File: src/design/button_click_mode_selector_top_macros.svh
// Assertion macros used by the button click mode selector top level.
`ifndef BUTTON_CLICK_MODE_SELECTOR_TOP_MACROS_SVH
`define BUTTON_CLICK_MODE_SELECTOR_TOP_MACROS_SVH

// Check a property on every clock edge outside reset.
`define BCMS_ASSERT(label, prop, msg) \
  label: assert property (@(posedge clk_i) disable iff (!rst_ni) prop) else $error(msg);

// Check a property on every clock edge, reset included.
`define BCMS_ASSERT_ALWAYS(label, prop, msg) \
  label: assert property (@(posedge clk_i) prop) else $error(msg);

`endif

File: src/design/bcms_pkg.sv
// Shared types and constants for the button click mode selector.
`default_nettype none

package bcms_pkg;

  localparam int unsigned TimeW  = 32;
  localparam int unsigned CfgW   = 16;
  localparam int unsigned CfgIdxW = 2;
  localparam int unsigned KindW  = 3;
  localparam int unsigned ModeW  = 2;
  localparam int unsigned CountW = 2;

  localparam logic [CfgW-1:0] LongPressReset = CfgW'(3000);
  localparam logic [CfgW-1:0] WindowReset    = CfgW'(500);

  // Configuration register indexes
  localparam logic [CfgIdxW-1:0] CfgLongPress = CfgIdxW'(0);
  localparam logic [CfgIdxW-1:0] CfgWindow    = CfgIdxW'(1);

  typedef enum logic [KindW-1:0] {
    KindNone   = 3'd0,
    KindSingle = 3'd1,
    KindDouble = 3'd2,
    KindTriple = 3'd3,
    KindLong   = 3'd4
  } kind_e;

  typedef enum logic [ModeW-1:0] {
    ModeDebug    = 2'd0,
    ModeTracking = 2'd1,
    ModeSleep    = 2'd2
  } mode_e;

  // One registered sample handed to the classifier
  typedef struct packed {
    logic             fire;
    logic             level;
    logic [TimeW-1:0] now;
  } sample_t;

endpackage

`default_nettype wire

File: src/design/bcms_classify.sv
// Press tracking state and click / long-press classification.
`default_nettype none

module bcms_classify (
  input  logic                       clk_i,
  input  logic                       rst_ni,
  input  bcms_pkg::sample_t          sample_i,
  input  logic [bcms_pkg::CfgW-1:0]  long_ms_i,
  input  logic [bcms_pkg::CfgW-1:0]  win_ms_i,
  output bcms_pkg::kind_e            kind_o
);
  import bcms_pkg::*;

  logic              held_q, held_d;
  logic              long_rep_q, long_rep_d;
  logic [TimeW-1:0]  start_q, start_d;
  logic [TimeW-1:0]  last_rel_q, last_rel_d;
  logic [CountW-1:0] count_q, count_d;

  logic              press_start;
  logic              release_hit;
  logic [TimeW-1:0]  hold_dur;
  logic [TimeW-1:0]  gap;
  logic              long_hit;
  logic              in_window;
  logic              window_expired;

  // Edge detection and elapsed times, all modulo 2^32
  assign press_start    = ~sample_i.level & ~held_q;
  assign release_hit    = sample_i.level & held_q;
  assign hold_dur       = sample_i.now - start_q;
  assign gap            = sample_i.now - last_rel_q;
  assign long_hit       = hold_dur >= {{(TimeW-CfgW){1'b0}}, long_ms_i};
  assign in_window      = gap < {{(TimeW-CfgW){1'b0}}, win_ms_i};
  assign window_expired = gap > {{(TimeW-CfgW){1'b0}}, win_ms_i};

  // Classify the sample and work out the next tracking state
  always_comb begin
    held_d     = held_q;
    long_rep_d = long_rep_q;
    start_d    = start_q;
    last_rel_d = last_rel_q;
    count_d    = count_q;
    kind_o     = KindNone;

    if (press_start) begin
      held_d     = 1'b1;
      start_d    = sample_i.now;
      long_rep_d = 1'b0;
    end

    if (release_hit) begin
      held_d = 1'b0;
      if (long_rep_q) begin
        kind_o = KindNone;
      end else if (long_hit) begin
        count_d = '0;
        kind_o  = KindLong;
      end else begin
        if (in_window) begin
          if (count_q != '1) begin
            count_d = count_q + CountW'(1);
          end
        end else begin
          count_d = CountW'(1);
        end
        last_rel_d = sample_i.now;
        kind_o     = kind_e'({1'b0, count_d});
      end
    end else begin
      // Drop a stale click count once the window has run out
      if (!held_d && (count_q != '0) && window_expired) begin
        count_d = '0;
      end
      // Report a long hold once while still pressed
      if (held_d && !long_rep_d &&
          (press_start ? (long_ms_i == '0) : long_hit)) begin
        long_rep_d = 1'b1;
        count_d    = '0;
        kind_o     = KindLong;
      end
    end
  end

  // Advance the tracking state on each processed beat
  always_ff @(posedge clk_i or negedge rst_ni) begin
    if (!rst_ni) begin
      held_q     <= 1'b0;
      long_rep_q <= 1'b0;
      start_q    <= '0;
      last_rel_q <= '0;
      count_q    <= '0;
    end else if (sample_i.fire) begin
      held_q     <= held_d;
      long_rep_q <= long_rep_d;
      start_q    <= start_d;
      last_rel_q <= last_rel_d;
      count_q    <= count_d;
    end
  end

endmodule

`default_nettype wire

File: src/design/bcms_mode.sv
// Mode register driven by the reported press kind.
`default_nettype none

module bcms_mode (
  input  logic             clk_i,
  input  logic             rst_ni,
  input  logic             fire_i,
  input  bcms_pkg::kind_e  kind_i,
  output bcms_pkg::mode_e  mode_o,
  output logic             changed_o
);
  import bcms_pkg::*;

  mode_e mode_q, mode_d;

  // Select the next mode from the press kind
  always_comb begin
    mode_d = mode_q;
    case (kind_i)
      KindSingle: begin
        if (mode_q == ModeDebug) begin
          mode_d = ModeTracking;
        end else if (mode_q == ModeTracking) begin
          mode_d = ModeDebug;
        end
      end
      KindDouble: mode_d = ModeSleep;
      KindTriple: mode_d = ModeDebug;
      KindLong:   mode_d = ModeDebug;
      default:    mode_d = mode_q;
    endcase
  end

  assign mode_o    = mode_d;
  assign changed_o = (mode_d != mode_q);

  // Hold the mode between processed beats
  always_ff @(posedge clk_i or negedge rst_ni) begin
    if (!rst_ni) begin
      mode_q <= ModeDebug;
    end else if (fire_i) begin
      mode_q <= mode_d;
    end
  end

endmodule

`default_nettype wire

File: src/design/button_click_mode_selector_top.sv
// Each accepted beat is held in the input register, then moves into the result register.
// Throughput: one beat per cycle while the result channel is not stalled; the press
//   state and mode update between the input register and the result register.
// The input register stalls only while the result register is full and stalled.
// Reset (async, active low): press state and mode clear to idle / debug,
//   thresholds load 3000 ms and 500 ms.
`default_nettype none

`include "button_click_mode_selector_top_macros.svh"

module button_click_mode_selector_top (
  input  logic                           clk_i,
  input  logic                           rst_ni,
  // Sample channel
  input  logic                           in_valid_i,
  output logic                           in_stall_o,
  input  logic                           button_level_i,
  input  logic [bcms_pkg::TimeW-1:0]     now_ms_i,
  // Result channel
  output logic                           out_valid_o,
  input  logic                           out_stall_i,
  output logic [bcms_pkg::KindW-1:0]     press_kind_o,
  output logic [bcms_pkg::ModeW-1:0]     mode_o,
  output logic                           mode_changed_o,
  // Configuration write channel
  input  logic                           cfg_valid_i,
  output logic                           cfg_ready_o,
  input  logic [bcms_pkg::CfgIdxW-1:0]   cfg_index_i,
  input  logic [bcms_pkg::CfgW-1:0]      cfg_data_i
);
  import bcms_pkg::*;

  logic             in_valid_q;
  logic             in_level_q;
  logic [TimeW-1:0] in_now_q;
  logic             advance;
  logic             proc;

  logic [CfgW-1:0]  long_ms_q;
  logic [CfgW-1:0]  win_ms_q;

  sample_t          sample;
  kind_e            kind;
  mode_e            mode_next;
  logic             changed;

  logic             out_valid_q;
  logic [KindW-1:0] kind_q;
  logic [ModeW-1:0] mode_q;
  logic             changed_q;

  // Configuration writes are always taken
  assign cfg_ready_o = 1'b1;

  always_ff @(posedge clk_i or negedge rst_ni) begin
    if (!rst_ni) begin
      long_ms_q <= LongPressReset;
      win_ms_q  <= WindowReset;
    end else if (cfg_valid_i) begin
      case (cfg_index_i)
        CfgLongPress: long_ms_q <= cfg_data_i;
        CfgWindow:    win_ms_q  <= cfg_data_i;
        default:      ;
      endcase
    end
  end

  // Move the held beat forward when the result register is free
  assign advance    = ~out_valid_q | ~out_stall_i;
  assign proc       = in_valid_q & advance;
  assign in_stall_o = in_valid_q & ~advance;

  always_ff @(posedge clk_i or negedge rst_ni) begin
    if (!rst_ni) begin
      in_valid_q <= 1'b0;
    end else if (!in_stall_o) begin
      in_valid_q <= in_valid_i;
    end
  end

  always_ff @(posedge clk_i) begin
    if (in_valid_i && !in_stall_o) begin
      in_level_q <= button_level_i;
      in_now_q   <= now_ms_i;
    end
  end

  assign sample.fire  = proc;
  assign sample.level = in_level_q;
  assign sample.now   = in_now_q;

  bcms_classify u_classify (
    .clk_i     (clk_i),
    .rst_ni    (rst_ni),
    .sample_i  (sample),
    .long_ms_i (long_ms_q),
    .win_ms_i  (win_ms_q),
    .kind_o    (kind)
  );

  bcms_mode u_mode (
    .clk_i     (clk_i),
    .rst_ni    (rst_ni),
    .fire_i    (proc),
    .kind_i    (kind),
    .mode_o    (mode_next),
    .changed_o (changed)
  );

  // Result register
  always_ff @(posedge clk_i or negedge rst_ni) begin
    if (!rst_ni) begin
      out_valid_q <= 1'b0;
    end else if (advance) begin
      out_valid_q <= in_valid_q;
    end
  end

  always_ff @(posedge clk_i) begin
    if (proc) begin
      kind_q    <= kind;
      mode_q    <= mode_next;
      changed_q <= changed;
    end
  end

  assign out_valid_o    = out_valid_q;
  assign press_kind_o   = kind_q;
  assign mode_o         = mode_q;
  assign mode_changed_o = changed_q;

  `BCMS_ASSERT_ALWAYS(a_stall_only_when_full,
    in_stall_o |-> (out_valid_o && out_stall_i),
    "input stalled while result register can take a beat")
  `BCMS_ASSERT(a_proc_fills_output, proc |=> out_valid_o,
    "processed beat did not reach the result register")
  `BCMS_ASSERT(a_double_selects_sleep,
    (out_valid_o && press_kind_o == KindDouble) |-> (mode_o == ModeSleep),
    "double press without sleep mode")
  `BCMS_ASSERT(a_triple_long_select_debug,
    (out_valid_o && (press_kind_o == KindTriple || press_kind_o == KindLong))
      |-> (mode_o == ModeDebug),
    "triple or long press without debug mode")

endmodule

`default_nettype wire

File: config.mk
export PLATFORM = sky130hd
export DESIGN_NAME = button_click_mode_selector_top
export DESIGN_NICKNAME = d
export VERILOG_FILES = /design/src/design/bcms_pkg.sv /design/src/design/bcms_classify.sv /design/src/design/bcms_mode.sv /design/src/design/button_click_mode_selector_top.sv
export VERILOG_INCLUDE_DIRS = /design/src /design/src/design
export SDC_FILE = /design/constraint.sdc
export NUM_CORES = 1
export LEC_CHECK = 0
export BUFFER_PORTS_ARGS = -buffer_cell sky130_fd_sc_hd__clkbuf_2
export CAP_MARGIN = 5
export CORE_AREA = 2 2 158 160
export DETAILED_ROUTE_END_ITERATION = 16
export DIE_AREA = 0 0 160 162
export GPL_ROUTABILITY_DRIVEN = 1
export PLACE_DENSITY = 0.62
export SLEW_MARGIN = 20
export SYNTH_ARGS = -nofsm -noshare
export SYNTH_HDL_FRONTEND = slang
export SYNTH_SLANG_ARGS = --single-unit
File: constraint.sdc
create_clock -name clk_i -period 7.15 [get_ports clk_i]
set_clock_uncertainty 0.2 [all_clocks]
set_input_delay 1.43 -clock clk_i [delete_from_list [all_inputs] [get_ports clk_i]]
set_output_delay 1.43 -clock clk_i [all_outputs]
set_load 0.02 [all_outputs]
# Word level (Yosys, flattened, before mapping)
# Index checks and enable logic that the tools add are counted.
[totals]
regBits = 143
input_bits = 56
elab_cells = 81
[op_classes]
addsub = 3
magnitude_cmp = 3
n_eq_ne = 9
n_mux = 20
bitwise_logic = 12
n_reduce_logical = 19
[ops]
columns = ["operator", "n"]
rows = [
  ["32-bit subtractor", 2],
  ["32-bit by 16-bit greater-or-equal comparator with 1-bit output", 1],
  ["32-bit by 16-bit greater-than comparator with 1-bit output", 1],
  ["32-bit by 16-bit less-than comparator with 1-bit output", 1],
  ["2-bit two-way mux", 9],
  ["16-bit logical NOT", 1],
  ["3-bit two-way mux", 4],
  ["1-bit inverter", 7],
  ["3-bit by 2-bit == test with 1-bit output (second input constant)", 2],
  ["1-bit two-way mux", 6],
  ["2-bit one-hot mux with 3 select lines", 1],
  ["2-bit AND reduction", 3],
  ["1-bit logical AND", 5],
  ["1-bit AND", 4],
  ["2-bit by 1-bit == test with 1-bit output (second input constant)", 2],
  ["2-bit logical NOT", 2],
  ["2-bit inequality test (second input constant)", 2],
  ["4-bit AND reduction", 1],
  ["3-bit by 1-bit == test with 1-bit output (second input constant)", 1],
  ["3-bit == test (second input constant)", 1],
  ["1-bit logical NOT", 3],
  ["3-bit AND reduction", 1],
  ["3-bit nonzero test", 1],
  ["2-bit by 1-bit adder with 2-bit output (second input constant)", 1],
  ["4 further kinds", 4],
]

# Logic depth before layout (Yosys ltp)
# Gate-level depths: netlist of the first run.
[logic_depth]
depth_word = 12
mapped_depth = 23
ltp_nobuf = 23

# By module
# Synthesis of the first run repeated with hierarchy kept, for this count alone.
[hier_totals]
cells_unflattened = 1195
area_unflattened_um2 = 10726.5
[modules_own_cells]
columns = ["mod", "instances", "cells_each", "area_per_inst_um2"]
rows = [
  ["bcms_classify", 1, 1044, 7966.4],
  ["button_click_mode_selector_top", 1, 117, 2497.4],
  ["bcms_mode", 1, 34, 262.8],
]

# Least setup slack after synthesis of the first run
# OpenSTA, ideal clock, no wires.
[synth_path]
path_type = "register to register"
from = "register in_now_q[0]"
to = "register changed_q, in the netlist mode_changed_o (data pin)"
setup_ps = 254
arrival_time_ps = 4922
t_required_ps = 6696
path_slack_ps = 1775
path_stages_with_launch = 24
n_path_buf = 0
synth_period_minus_slack_ps = 5375
path_cell_list = "edfxtp_1 -> inv_1 -> ha_1 -> fa_1 -> nand2b_1 -> a21oi_1 -> o21a_1 -> nand2b_1 -> a21o_1 -> a21oi_1 -> xnor2_1 -> ha_1 -> a21o_1 -> a21o_2 -> a22o_2 -> nor4_1 -> nand4_1 -> or4_1 -> or4_4 -> nor4_4 -> and4_1 -> a31oi_1 -> a32o_1 -> a21o_1"
[synth_via]
elab_chain_cells = 10
[synth_lines]
columns = ["item", "line_no", "text"]
rows = [
  ["from (decl)", "button_click_mode_selector_top.sv:35", "logic [TimeW-1:0] in_now_q;"],
  ["from (signal assigned)", "button_click_mode_selector_top.sv:84", "in_now_q <= now_ms_i;"],
  ["32-bit subtractor, on equally long branches", "bcms_classify.sv:32, bcms_classify.sv:31", ""],
  ["32-bit by 16-bit less-than comparator with 1-bit output / 32-bit by 16-bit greater-or-equal comparator with 1-bit output (equally long branches)", "bcms_classify.sv:34, bcms_classify.sv:33", ""],
  ["2-bit two-way mux / 1-bit two-way mux (equally long branches)", "bcms_classify.sv:60, bcms_classify.sv:77", ""],
  ["3-bit two-way mux / 1-bit logical AND (equally long branches)", "bcms_classify.sv:56, bcms_classify.sv:76", ""],
  ["3-bit two-way mux, on equally long branches", "bcms_classify.sv:54, bcms_classify.sv:76", ""],
  ["3-bit two-way mux *", "bcms_classify.sv:52", "if (release_hit) begin"],
  ["3-bit by 2-bit == test with 1-bit output / 3-bit == test (equally long branches)", "bcms_mode.sv:19", "case (kind_i)"],
  ["2-bit OR reduction (no source line)", "--", ""],
  ["2-bit one-hot mux with 3 select lines *", "bcms_mode.sv:19", ""],
  ["2-bit inequality test *", "bcms_mode.sv:35", "assign changed_o = (mode_d != mode_q);"],
  ["via changed", "button_click_mode_selector_top.sv:45", "logic changed;"],
  ["to (signal assigned)", "button_click_mode_selector_top.sv:123", "changed_q <= changed;"],
  ["to (decl)", "button_click_mode_selector_top.sv:50", "logic changed_q;"],
]
# The timed path passes the listed nets; every way through them passes the cells marked *.
# A chain may end at the register's enable or synchronous reset.

# Worst setup path after layout of the first run
# Ends and elaborated chain as after synthesis.

==> results of run 1 <==
==> layout make-up <==
type,instances,area share
multi-input combinational,892,0.5321
sequential,143,0.3192
inverter,114,0.03604
clock buffer,17,0.03583
tap,324,0.03414
timing repair buffer,68,0.02993
clock inverter,15,0.01275
==> sequential cells by signal, indices dropped and copies added (netlist names), 3 cells and up <==
signal,cells
press_kind_o,3
u_classify.start_q,32
u_classify.last_rel_q,32
long_ms_q,16
in_now_q,32
win_ms_q,16
==> Yosys cell counts (29+ instances only) <==
master	instances
inv_1	114
mux2_2	53
nor3_1	29
a21o_1	32
nand4_1	33
nand2_1	116
dfrtp_1	91
a21oi_1	85
ha_1	96
o21ai_0	93
edfxtp_1	39
xnor2_1	30
nor2_1	54
==> metrics by stage <==
stage / hold slack, ns / utilization / area [µm²] / worst slack [ns]
2_1_floorplan: 0.2574 / - / 10780 / 1.775
3_3_place_gp: 0.2779 / 0.4686 / 11300 / 1.297
3_5_place_dp: 0.2768 / 0.4686 / 11300 / 1.226
4_1_cts: 0.2964 / 0.4925 / 11870 / 1.172
5_1_grt: 0.3151 / 0.4925 / 11870 / 0.8873
6_report: 0.2919 / 0.4925 / 11870 / 1.159
==> per-layer routing <==
layer  global-route usage  part of all wire
met1               0.3080              0.47
met4              0.06675             0.022
met5                    0                 0
met3              0.03447             0.052
met2               0.3522              0.45
==> cell families after synthesis <==
| kind of cell | share of synthesized area |
|---|---|
| flip-flops | 0.3516 |
| XOR/XNOR | 0.03169 |
| AO/OA/AOI/OAI | 0.2066 |
| AND/OR/NAND/NOR | 0.1668 |
| adder cells (fa/ha/maj) | 0.1151 |
| other | 0.0003479 |
| buffers and inverters | 0.06407 |
| multiplexers | 0.06373 |
==> power by group through the flow <==
stage	Sequential (mW)	Combinational [mW]	Clock, mW
5_1_grt	1.03	1.55	0.948
4_1_cts	1.02	1.37	0.907
3_3_place_gp	1.03	1.35	0
6_report	1.02	1.39	0.890
3_5_place_dp	1.04	1.36	0
2_1_floorplan	1.02	1.05	0
==> how the worst min path moves through the flow <==
| stage | endpoint | depth (start not counted) | start | slack [ns] |
|---|---|---|---|---|
| 2_1_floorplan | out_valid_o | 1 | in_valid_q | 0.26 |
| 3_3_place_gp | out_valid_o | 1 | in_valid_q | 0.28 |
| 3_5_place_dp | out_valid_o | 1 | in_valid_q | 0.28 |
| 4_1_cts | out_valid_o | 1 | in_valid_q | 0.30 |
| 5_1_grt | u_classify.last_rel_q[26] | 1 | u_classify.last_rel_q[26] | 0.32 |
| 6_report | out_valid_o | 1 | in_valid_q | 0.29 |
==> metrics.md, run 1 <==
| Metric | Value |
|---|---|
| Status | complete, no violations |
| Largest net degree at the start of global routing | 67 |
| Post-cts sizing count | 0 |
| Core ar. | 0.02411 mm² |
| CTS H-tree lvls | 4 |
| Final WL | 28100 µm |
| Sw frac | 0.3950 |
| NetSw | 1.303 mW |
| CP Class | reg2reg |
| Share of layout cells above drive strength 1 | 0.1553 |
| First-pass DRT Iterations | 5 |
| Grt ovf | 0 |
| Most frequent cells in the layout | 116 x nand2_1, 114 x inv_1, 96 x ha_1, 93 x o21ai_0, 91 x dfrtp_1 |
| Mean Syn Cell Area | 9.020 µm² |
| Crit Path Max Fanout | 4 |
| Max Cap Violations | 0 |
| Flop2flop setup slack | 1.16 ns |
| Distinct cell type count after synthesis | 85 |
| Final HPWL DP | 22020 µm |
| Clock Power Share | 0.270 |
| Startpoint types | flop |
| Leak pwr | 5.102 nW |
| Initial Utilization | 0.4472 |
| GRT Util Overall | 0.2199 |
| Fillers | 2349 |
| CTS tree | done |
| Fin crit period | 5.991 ns |
| Worst-Skew Late Latency | 0.44 ns |
| TritonCTS Buffers | 17 |
| Tcrit/Tclk final | 0.8379 |
| Longest Clk Path Bufs | 2 |
| Post-synth EDFFs | 39 |
| Commonest non-fill, non-tap cell in the layout | nand2_1 |
| Worst Setup End Kind | flop |
| Post-route ant nets | 0 |
| Total Power | 3.298 mW |
| Worst Path Required | 7.14 ns |
| Critical path buffers and inverters | 1 |
| CP dominant cell by count | a21o_1 |
| Per-cell routed wire length | 17.87 µm |
| Drt via density | 5.734 |
| Initial antenna violation count | 0 |
| Clock transition at path regs | 0.06 ns |
| Mapped Nets | 1349 |
| CTS Hold Bufs | 0 |
| Number of cells on the critical path | 23 |
| F_max | 166.9 MHz |
| Die W | 160 µm |
| Cell Pwr Density | 277.8 mW/mm² |
| Unrepaired setup endpoints after global routing | no |
| Crit path largest cell delay | 0.51 ns |
| Power Internal | 1.995 mW |
| Worst path top cell family by delay | simple AND/OR/NAND/NOR gates |
| Maximum vdd drop | 154.7 µV |
| Post-Place Cells | 1541 |
| Non-Filler Instances | 1573 |
| First-pass GRT wire length | 45200 µm |
| Max-slew violation count | 0 |
| Worst min path class | reg2reg |
| Routed via count | 9020 |
| Vias in the first global route | 8773 |
| Slowest CP cell | or4_1 |
| Slew margin rel. | 0.3859 |
| Synth Instances | 1195 |
| Async S/R FF share, synth | 0.7273 |
| CP cell instances | inv_1, ha_1, fa_1, nand2b_1, a21oi_1, o21a_1, nand2b_1, a21o_1, a21oi_1, xnor2_1, ha_1, a21o_1, a21o_2, a22o_2, nor4_1, nand4_1, or4_1, or4_4, nor4_4, and4_1, a31oi_1, a32o_1, a21o_1 |
| Postcts setup bufs | 0 |
| Synth top area share | 0.2113 |
| R2R cell count | 23 |
| P&R area growth vs syn | 10.14% |
| Worst slew pin tran | 0.9211 ns |
| Nets | 1390 |
| DRC Markers | 0 |
| # setup viols final | 0 |
| Die height | 162 µm |
| Largest cells by area after synthesis | dfrtp_1 21%, ha_1 11%, edfxtp_1 11% |
| # rows | 57 |
| Seq pwr share | 0.309 |
| Largest area contributor in the netlist | dfrtp_1 |
| CP Capture Point | mode_changed_o |
| Sequential fraction of the synthesis area | 0.3516 |
| Gp weighted congestion | 0.9415 |
| Die area | 0.02592 mm² |
| Post-Syn Area | 0.01078 mm² |
| Setup crit start | in_now_q[0] |
| #FFs+latches synth | 143 |
| Clock sinks | 143 |
| # diodes | 0 |
| PortBufs | 63 |
| Reg-to-reg critical path endpoint | mode_changed_o |
| IO Count | 65 |
| Syn. warnings | 0 |
| WP data arrival | 5.98 ns |
| Multi-input logic area | 0.006317 mm² |
| Root Driver | clkbuf_16 |
| Synth Flop Type | dfrtp_1 |
| Setup TNS | 0 ns |
| DR iter-0 viols | 804 |
| Logic pwr share | 0.421 |
| RR Startpoint | in_now_q[0] |
| Seq. cell area | 0.003790 mm² |
| Final Hold Fails | 0 |
Power figures use the tool's default switching activity.
==> run 2: changes to the inputs <==
==> constraint.sdc (replaced) <==
create_clock -name clk_i -period 5.6 [get_ports clk_i]
set_clock_uncertainty 0.2 [all_clocks]
set_input_delay 1.12 -clock clk_i [delete_from_list [all_inputs] [get_ports clk_i]]
set_output_delay 1.12 -clock clk_i [all_outputs]
set_load 0.02 [all_outputs]
==> run 2 against run 1 <==
Net effect:
- maximum frequency increased by 13%
- die area unchanged
- first-iteration DRC count shrank 24%
- clock power is 31% higher
- utilization is 2.2 points higher
- sequential power up 27%
- cell area increased by 4.4%
- non-clock buffer count grew 39
- total power grew 34%
- critical endpoint unchanged
- largest power group unchanged
==> metrics.md, run 2 (synthesis gave the netlist of run 1 again) <==
| Metric | Value |
|---|---|
| Per-cell routed wire length | 17.40 µm (-2.6%) |
| Max Cap Violations | 0 (unchanged) |
| DP Area | 0.01156 mm² (+2.3%) |
| First-pass DRT Iterations | 5 (unchanged) |
| Worst-Skew Late Latency | 0.43 ns (about the same) |
| TritonCTS Buffers | 17 (unchanged) |
| Worst slew pin tran | 0.9760 ns (+0.05489 ns) |
| GRT Util Overall | 0.2191 (-0.0007736) |
| P&R area growth vs syn | 14.99% |
| WP data arrival | 5.27 ns (-0.71 ns) |
| Die W | 160 µm (unchanged) |
| Initial antenna violation count | 0 (unchanged) |
| CTS H-tree lvls | 4 (unchanged) |
| Min Hold Slack | 0.2868 ns (-0.005064 ns) |
| Setup TNS | 0 ns (unchanged) |
| Post-route ant nets | 0 (unchanged) |
| Share of layout cells above drive strength 1 | 0.2065 (+0.05120) |
| First-pass GRT wire length | 45180 µm (about the same) |
| CP Class | reg2reg |
| Nets | 1429 (+2.8%) |
| Worst min path class | reg2reg |
| Clock sinks | 143 (unchanged) |
| GRT Max-Usage Layer | met2 |
| Max-slew violation count | 0 (unchanged) |
| Unrepaired setup endpoints after global routing | no |
| Final worst slack | 0.3093 ns (-0.8498 ns) |
| Gp weighted congestion | 0.9036 (-4.0%) |
| Clock transition at path regs | 0.07 ns (about the same) |
| Multi-input logic area | 0.006518 mm² (+3.2%) |
| Commonest non-fill, non-tap cell in the layout | nand2_1 |
| # setup viols final | 0 (unchanged) |
| Vias in the first global route | 8900 (+1.4%) |
| Slew margin rel. | 0.3493 (-0.03659) |
| Final Hold Fails | 0 (unchanged) |
| Status | complete, no violations |
| Seq pwr share | 0.295 (-0.014) |
| Grt ovf | 0 (unchanged) |
| CTS tree | done |
| Fin crit period | 5.291 ns (-0.7002 ns) |
| Sw frac | 0.3847 (-0.01030) |
| Initial Utilization | 0.4472 (unchanged) |
| Met2 usage | 0.3538 (+0.001574) |
| Startpoint types | flop |
| CTS Hold Bufs | 0 (unchanged) |
| Core ar. | 0.02411 mm² (unchanged) |
| # rows | 57 (unchanged) |
| DRC Markers | 0 (unchanged) |
| Hold Path Depth | 1 (unchanged) |
| Leak pwr | 5.327 nW (+4.4%) |
| Final HPWL DP | 21810 µm (-0.93%) |
| Logic pwr share | 0.439 (+0.018) |
| Total Power | 4.405 mW (+34%) |
| Fillers | 2331 (-0.77%) |
| DR iter-0 viols | 611 (-24%) |
| Cell Pwr Density | 355.4 mW/mm² (+28%) |
| Die height | 162 µm (unchanged) |
| Final WL | 28050 µm (-0.19%) |
| Routed via count | 9131 (+1.2%) |
| R2R cell count | 20 (-13%) |
| Crit Path Max Fanout | 3 (-1) |
| IO Count | 65 (unchanged) |
| F_max | 189.0 MHz (+13%) |
| Root Driver | clkbuf_16 |
| Seq. cell area | 0.003790 mm² (unchanged) |
| Most frequent cells in the layout | 116 x nand2_1, 112 x inv_1, 91 x dfrtp_1, 89 x o21ai_0, 89 x ha_1 |
| Worst Setup End Kind | flop |
| Maximum vdd drop | 181.6 µV (+17%) |
| M3 GR Usage | 0.03013 (-0.004341) |
| Power Internal | 2.710 mW (+36%) |
| Worst Path Required | 5.58 ns (-1.56 ns) |
| Finished layout cell area | 0.01239 mm² (+4.4%) |
| # diodes | 0 (unchanged) |
| Met1 Resource Use GR | 0.3049 (-0.003123) |
| Largest net degree at the start of global routing | 76 (+13%) |
| Die area | 0.02592 mm² (unchanged) |
| Dpl ws | -0.08410 ns (-1.310 ns) |
| PortBufs | 63 (unchanged) |
| Longest Clk Path Bufs | 2 (unchanged) |
| Tcrit/Tclk final | 0.9448 (+0.1069) |
| Largest regs | in_now_q (32), u_classify.last_rel_q (32), u_classify.start_q (32) |
| Drt via density | 5.664 (-1.2%) |
| NetSw | 1.695 mW (+30%) |
| Clock Power Share | 0.266 (-0.004) |
-- run 2: path summary, 6_finish.rpt --
kind	start	slack, ns	endpoint
worst max register to register	in_now_q[2]	0.31	mode_changed_o
worst max-delay path	in_now_q[2]	0.31	mode_changed_o
max in group asynchronous	rst_ni	3.53	u_classify.last_rel_q[21]
min in group asynchronous	rst_ni	0.63	u_classify.start_q[9]
worst min register to register	in_valid_q	0.29	out_valid_o
worst min-delay path	in_valid_q	0.29	out_valid_o
-- run 2: layer usage --
metal	up-vias	share of wire
met5	-	0
met4	0	0.023
met3	49	0.036
met2	224	0.45
met1	4342	0.49
li1	4516	-
-- run 2: worst max-delay path, cell delays in order, from the launching register on --
cell	delay, ns
edfxtp_1	0.43
ha_4	0.24
o211ai_1	0.24
a21oi_2	0.08
o211a_1	0.26
or2_4	0.25
nor2_4	0.12
xnor2_2	0.09
ha_1	0.31
a21o_1	0.18
a21o_2	0.20
a22o_2	0.23
nor4_2	0.13
nand4_1	0.11
or4_1	0.48
or4_4	0.44
nor4_4	0.34
and4_1	0.24
a31oi_1	0.06
a32o_2	0.26
a21o_1	0.15
-- run 2: what timing repair did --
action,4_1_cts,5_1_grt
endpoints found under the setup margin,1,3
cloned,0,0
setup buffers,1,5
gates resized for setup,1,43
pin swaps,1,15
-- run 2: stage by stage --
stage	std cells	utilization
6_report	1612	0.5142
5_1_grt	1612	0.5142
4_1_cts	1607	0.5045
3_5_place_dp	1574	0.4794
3_3_place_gp	1574	0.4794
2_1_floorplan	1195	-
-- run 2: power groups by stage --
stage,sequential (mW),clock [mW],combinational [mW]
5_1_grt,1.31,1.24,2.15
3_3_place_gp,1.31,0,1.78
6_report,1.30,1.17,1.93
3_5_place_dp,1.32,0,1.79
2_1_floorplan,1.30,0,1.35
4_1_cts,1.30,1.19,1.80
-- run 2: cell type report --
class / count / share of cell area
clock buffer: 19 / 0.03574
clock inverter: 13 / 0.01211
inverter: 114 / 0.03452
multi-input combinational: 892 / 0.5258
sequential: 143 / 0.3058
tap: 324 / 0.03271
timing repair buffer: 107 / 0.05330
